==> config.mk <==
export PLATFORM = sky130hd
export DESIGN_NAME = hrc_ctrl
export DESIGN_NICKNAME = d
export VERILOG_FILES = /design/src/rtl/hrc_pkg.sv /design/src/rtl/hrc_ctrl.sv
export SDC_FILE = /design/constraint.sdc
export NUM_CORES = 1
export LEC_CHECK = 0
export BUFFER_PORTS_ARGS = -buffer_cell sky130_fd_sc_hd__buf_2
export CAP_MARGIN = 25
export CORE_AREA = 8 8 45 47
export CTS_BUF_LIST = sky130_fd_sc_hd__clkbuf_4
export CTS_CLUSTER_SIZE = 25
export DETAILED_ROUTE_END_ITERATION = 6
export DIE_AREA = 0 0 53 55
export PLACE_DENSITY = 0.38
export SYNTH_ARGS = -nofsm -noshare
export SYNTH_HDL_FRONTEND = slang
export SYNTH_SLANG_ARGS = --single-unit
==> constraint.sdc <==
create_clock -name clock -period 1.75 [get_ports clock]
set_clock_uncertainty 0.05 [all_clocks]
set_input_delay 0 -clock clock [delete_from_list [all_inputs] [get_ports clock]]
set_output_delay 0 -clock clock [all_outputs]
set_load 0.005 [all_outputs]
==> src/rtl/hrc_pkg.sv <==
// hrc_pkg: shared constants, codes and types of the hashed ttl result cache
// used by every module under rtl but hrc_ram; depends on nothing

package hrc_pkg;

   // slot store geometry
   localparam int          SLOTS     = 512;
   localparam int          SLOT_BITS = (SLOTS > 1) ? $clog2(SLOTS) : 1;
   localparam logic [31:0] SLOT_MASK = 32'(SLOTS - 1);

   // hash constants
   localparam logic [31:0] HASH_MUL_A = 32'd2654435761;
   localparam logic [31:0] HASH_MUL_B = 32'd2246822519;
   localparam int          HASH_SHIFT = 16;

   // time-to-live register reset value
   localparam logic [31:0] TTL_RESET = 32'd10000;

   // stream widths
   localparam int REQ_DATA_W = 192;
   localparam int RSP_DATA_W = 32;

   // operation codes
   localparam logic OP_LOOKUP = 1'b0;
   localparam logic OP_STORE  = 1'b1;

   // result status codes
   typedef enum logic [1:0] {
      STATUS_MISS          = 2'd0,
      STATUS_HIT_FOUND     = 2'd1,
      STATUS_HIT_NOT_FOUND = 2'd2
   } hrc_status_type;

   // request tdata layout, last field in the lowest bits
   typedef struct packed {
      logic        pad;
      logic [31:0] now_ms;
      logic [30:0] store_days;
      logic        store_found;
      logic [30:0] threshold_key;
      logic [31:0] player_key;
      logic [63:0] context_id;
   } hrc_req_type;

   // one slot of the store
   typedef struct packed {
      logic        valid;
      logic [63:0] context_id;
      logic [31:0] player_key;
      logic [30:0] threshold_key;
      logic [31:0] stamp;
      logic        found;
      logic [30:0] days;
   } hrc_entry_type;

   localparam int ENTRY_W = $bits(hrc_entry_type);

   // controller to datapath commands
   typedef struct packed {
      logic load_req;
      logic mul_player;
      logic mul_thresh;
      logic ram_rd;
      logic store_wr;
      logic clear_wr;
      logic load_rsp;
   } hrc_cmd_type;

   // datapath to controller status
   typedef struct packed {
      logic is_store;
      logic clear_last;
   } hrc_stat_type;

endpackage

==> src/rtl/hrc_ctrl.sv <==
// hrc_ctrl: sequencing state machine of the result cache
// uses hrc_pkg command and status types

module hrc_ctrl (
   input  logic                  clock,
   input  logic                  reset,
   input  logic                  req_tvalid,
   output logic                  req_tready,
   output logic                  rsp_tvalid,
   input  logic                  rsp_tready,
   input  hrc_pkg::hrc_stat_type stat,
   output hrc_pkg::hrc_cmd_type  cmd
);

   typedef enum logic [2:0] {
      S_CLEAR,
      S_IDLE,
      S_MUL_PLAYER,
      S_MUL_THRESH,
      S_ACCESS,
      S_RESPOND
   } state_type;

   state_type state_ff, state_in;
   logic      rsp_valid_ff, rsp_valid_in;

   // commands and next state
   always_comb begin
      cmd      = '0;
      state_in = state_ff;
      case (state_ff)
         S_CLEAR: begin
            cmd.clear_wr = 1'b1;
            if (stat.clear_last) begin
               state_in = S_IDLE;
            end
         end
         S_IDLE: begin
            if (req_tvalid) begin
               cmd.load_req = 1'b1;
               state_in     = S_MUL_PLAYER;
            end
         end
         S_MUL_PLAYER: begin
            cmd.mul_player = 1'b1;
            state_in       = S_MUL_THRESH;
         end
         S_MUL_THRESH: begin
            cmd.mul_thresh = 1'b1;
            state_in       = S_ACCESS;
         end
         S_ACCESS: begin
            // a store writes the slot, a lookup reads it
            if (stat.is_store) begin
               cmd.store_wr = 1'b1;
            end else begin
               cmd.ram_rd = 1'b1;
            end
            state_in = S_RESPOND;
         end
         S_RESPOND: begin
            // wait for room in the output register
            if (!rsp_valid_ff || rsp_tready) begin
               cmd.load_rsp = 1'b1;
               state_in     = S_IDLE;
            end
         end
         default: begin
            state_in = S_IDLE;
         end
      endcase
   end

   // output register valid
   always_comb begin
      if (cmd.load_rsp) begin
         rsp_valid_in = 1'b1;
      end else if (rsp_tready) begin
         rsp_valid_in = 1'b0;
      end else begin
         rsp_valid_in = rsp_valid_ff;
      end
   end

   // state and registered outputs
   always_ff @(posedge clock) begin
      if (reset) begin
         state_ff     <= S_CLEAR;
         rsp_valid_ff <= 1'b0;
      end else begin
         state_ff     <= state_in;
         rsp_valid_ff <= rsp_valid_in;
      end
   end

   assign req_tready = (state_ff == S_IDLE);
   assign rsp_tvalid = rsp_valid_ff;

endmodule

Yosys cells after proc, flatten, opt, wreduce, memory -nomap -nowiden
Index checks and enable logic that the tools add are counted.

Register bits: 4. Logic and storage cells: 31.

Equal/unequal tests: 8. Muxes and demuxes: 16. Reductions and logical operators: 5.

Operators with widths (number): $pmux W3 S6 (1); $mux W1 (11); $mux W3 (3); $eq A3 B2 Y1 const B (2); $eq A3 B3 Y1 const B (2); $ne A2 B2 Y1 const B (3); $eq A3 B1 Y1 const B (1); $logic_not A3 Y1 (1); $reduce_and A3 Y1 (1); $mux W2 (1); $reduce_bool A2 Y1 (1); $logic_not A1 Y1 (1); $logic_or A1 B1 Y1 (1).

Longest topological paths before layout
Depth after elaboration: 5. Depth in mapped cells: 4. Gate-level depth less buffers: 3.

Worst setup path before layout
OpenSTA, ideal clock, no wires.

Kind: reg2reg. From: register state_ff[0]. To: register state_ff[0]. Library setup time: 0.114 ns. Arrival time: 0.911 ns. Required time: 1.586 ns. Slack: 0.675 ns. Cell stages (with the launch flop): 5. Buffers on the path: 1. Clock period less this slack: 1.075 ns. Cells stage by stage: dfxtp_1 -> buf_6 -> or3_1 -> a21oi_1 -> nor2_1.

Cells in the longest elaborated chain, start to end: 3. Elaborated cells between the ends (all ways): 11. Those cells by class: eq/ne: 8; mux: 1; reduce/logical: 2.

RTL lines: start: declaration (line hrc_ctrl.sv:24) `state_type state_ff, state_in;`; start signal: assignment (line hrc_ctrl.sv:91) `state_ff <= state_in;`; $eq A3 B3 Y1, or another cell as far along (line hrc_ctrl.sv:31) `case (state_ff)`; $ne A2 B2 Y1 (no source line); $reduce_and A3 Y1 (no source line).

Several ways; a longest one is shown, not always the timed one. A chain may end at the register's enable or synchronous reset.

==> results.yml <==
hold_path:
  hold_start: "rsp_tready"
  hold_path.class: "in2reg"
  hold_depth: 3
  min_to: "rsp_tvalid$_SDFFE_PP0P_"
worst_setup_path:
  path_buf_inv: 1
  critPathLaunchType: "flop"
  cp_slowest_stage_delay_ns: 0.46
  path_cells: "nor2b_2 > and2b_1 > and2_1 > buf_2"
  cp_max_fo: 10
  critPathRequiredTime_ns: 1.70
  reg2reg_slack_ns: 0.63
  ff2ff_path_depth: 3
  crit_type: "reg2out"
  worstPathArrival_ns: 1.32
  r2r-end: "state_ff[0]$_SDFFE_PP0P_"
  worstSetupEndpointType: "primary output"
  critPathTopFamily: "simple AND/OR/NAND/NOR gates"
  rr_startpoint: "state_ff[1]$_SDFFE_PP0P_"
  cpMaxStageDelayCell: "dfxtp_1"
yosys:
  synth_cells: 29
  syn_area_sq_um: 245
  post_synth_num_cell_types: 21
  seq_area_frac_synth_pct: 32.7
  yosys_warnings: 0
  synth_nets: 35
  ys_seq_elements: 4
  avgSynthCellArea_sq_um: 8.46
placed_design:
  io_buffers: 14
  gp_congestion: 0.706
  placed_cell_area_sq_um: 312
final_layout:
  final_common_cell: "buf_2"
  multiInputGateArea_sq_um: 141
  layout-drive-gt1-share_pct: 43.2
  fin_nets: 52
  postLayoutCellArea_sq_um: 344
  num_antenna_cells: 0
  final_cell_mix: "buf_2 (14), a21oi_1 (4), dfxtp_1 (4)"
  regArea_sq_um: 80.1
  fillers: 158
  syn_to_final_growth_pct: 40.3
sta:
  setup_violations: 0
  maxSlewHeadroom_pct: 79.6
  max_freq_ghz: 0.732
  min_period_over_period_pct: 78.1
  hold_viol_final: 0
  tns_ns: 0
  slew_viol_final: 0
  fin_crit_ns: 1.37
  rsz0062_at_grt: "no"
  tightest_slew_ns: 0.305
clock_tree:
  cts_sinks: 4
  cts_tree: "done"
  holdBufCountCts: 1
  cts_max_path_buffers: 2
  post-cts-setup-buffers: 0
  path_clk_slew_ns: 0.04
  cts_resized: 0
  h-tree-depth: 1
  cts_buffers: 3
  clk_latency_ns: 0.23
  root_buffer: "clkbuf_4"
detailed_routing:
  drc: 0
  wirelength_um: 599
  wl_per_cell_um: 9.98
  dr.pass1.iters: 2
  ant_nets: 0
  vias_per_cell: 4.08
  drt_iter0_drc: 3
  via_count: 245
global_routing:
  gr-usage-all-layers_pct: 4.75
  antenna_found_initial: 0
  first_global_vias: 246
  grt_pass1_wl_mm: 1.01
  overflow: 0
  grt_max_degree: 12
die:
  rows: 14
  ios: 15
  dieHeight_um: 55
  die_area_sq_mm: 0.00292
  start_util_pct: 17.7
  die_x_um: 53
  core_area_sq_mm: 0.00138
power:
  p_per_area_mw_per_mm2: 763
  vdd_drop_max_uv: 294
  p_leak_nw: 0.167
job:
  maxCapViolations: 0
run_status:
  status: "finished clean"
-- power breakdown --
group	internal, W	switching, W	leakage, nW
Sequential	0.0000967	0.0000105	0.0327
Clock	0.0000765	0.0000341	0.0138
Combinational	0.0000268	0.0000178	0.121
Total	0.000200	0.0000625	0.167
-- worst max-delay path by stage --
| stage | from | endpoint | slack (ns) | cells past startpoint |
|---|---|---|---|---|
| 2_1_floorplan | state_ff[0]$_SDFFE_PP0P_ | state_ff[0]$_SDFFE_PP0P_ | 0.67 | 4 |
| 3_3_place_gp | state_ff[1]$_SDFFE_PP0P_ | state_ff[0]$_SDFFE_PP0P_ | 0.59 | 3 |
| 3_5_place_dp | state_ff[0]$_SDFFE_PP0P_ | cmd[6] | 0.62 | 4 |
| 4_1_cts | state_ff[0]$_SDFFE_PP0P_ | cmd[6] | 0.37 | 4 |
| 5_1_grt | state_ff[0]$_SDFFE_PP0P_ | cmd[6] | 0.26 | 4 |
| 6_report | state_ff[0]$_SDFFE_PP0P_ | cmd[6] | 0.38 | 4 |
-- sequential cells by signal, summed over array words and instances (netlist names) --
name and count:
rsp_tvalid 1, state_ff 3
-- worst min-delay path: stages --
cell	delay [ns]
buf_2	0.07
nand2b_1	0.13
a21oi_1	0.07
-- cells in the mapped netlist --
cell	number	area share (%)
a21oi_1	4	8.2
dfxtp_1	4	33
nand2b_1	2	5.1
nor3_1	2	4.1
and2_1	1	2.6
and2b_1	1	3.1
and3_1	1	2.6
and3b_1	1	3.6
buf_2	1	2.0
buf_4	1	3.1
buf_6	1	4.6
nand2_1	1	1.5
nor2_1	1	1.5
nor2b_1	1	2.6
nor2b_2	1	3.6
nor3b_1	1	3.1
nor4b_1	1	3.6
nor4bb_1	1	4.1
o21ai_0	1	2.0
o21ba_2	1	4.1
or3_1	1	2.6
-- layout make-up --
class,count,area share (%)
multi-input cells,22,41.1
flip-flops and latches,4,23.3
repair buffers,15,23.3
clock buffers,3,6.55
well taps,16,5.82
-- per-stage QoR --
stage	worst slack [ns]	util [%]	total power, W	hold slack (ns)	std cells
3_5_place_dp	0.622	22.5	0.000153	0.164	56
2_1_floorplan	0.675	-	0.000136	-0.0160	29
4_1_cts	0.366	24.9	0.000271	0.0391	60
3_3_place_gp	0.593	22.5	0.000153	0.168	56
6_report	0.383	24.9	0.000263	0.0354	60
5_1_grt	0.256	24.9	0.000286	0.0417	60
-- logic make-up (layout without fill, tap and decap cells) --
group | after synthesis | in the layout | synth area share [%]
AND/OR/NAND/NOR | 16 | 16 | 43.4
AO/OA/AOI/OAI | 6 | 6 | 14.3
flip-flops | 4 | 4 | 32.7
buffers and inverters | 3 | 18 | 9.69
-- per-layer routing --
metal | routed length, um | up-vias | track usage, %
li1 | - | 130 | -
met5 | 0 | - | 0
met1 | 270 | 105 | 5.31
met2 | 259 | 8 | 6.45
met3 | 52 | 2 | 2.67
met4 | 17 | 0 | 3.88
(Power assumes the default switching activity.)
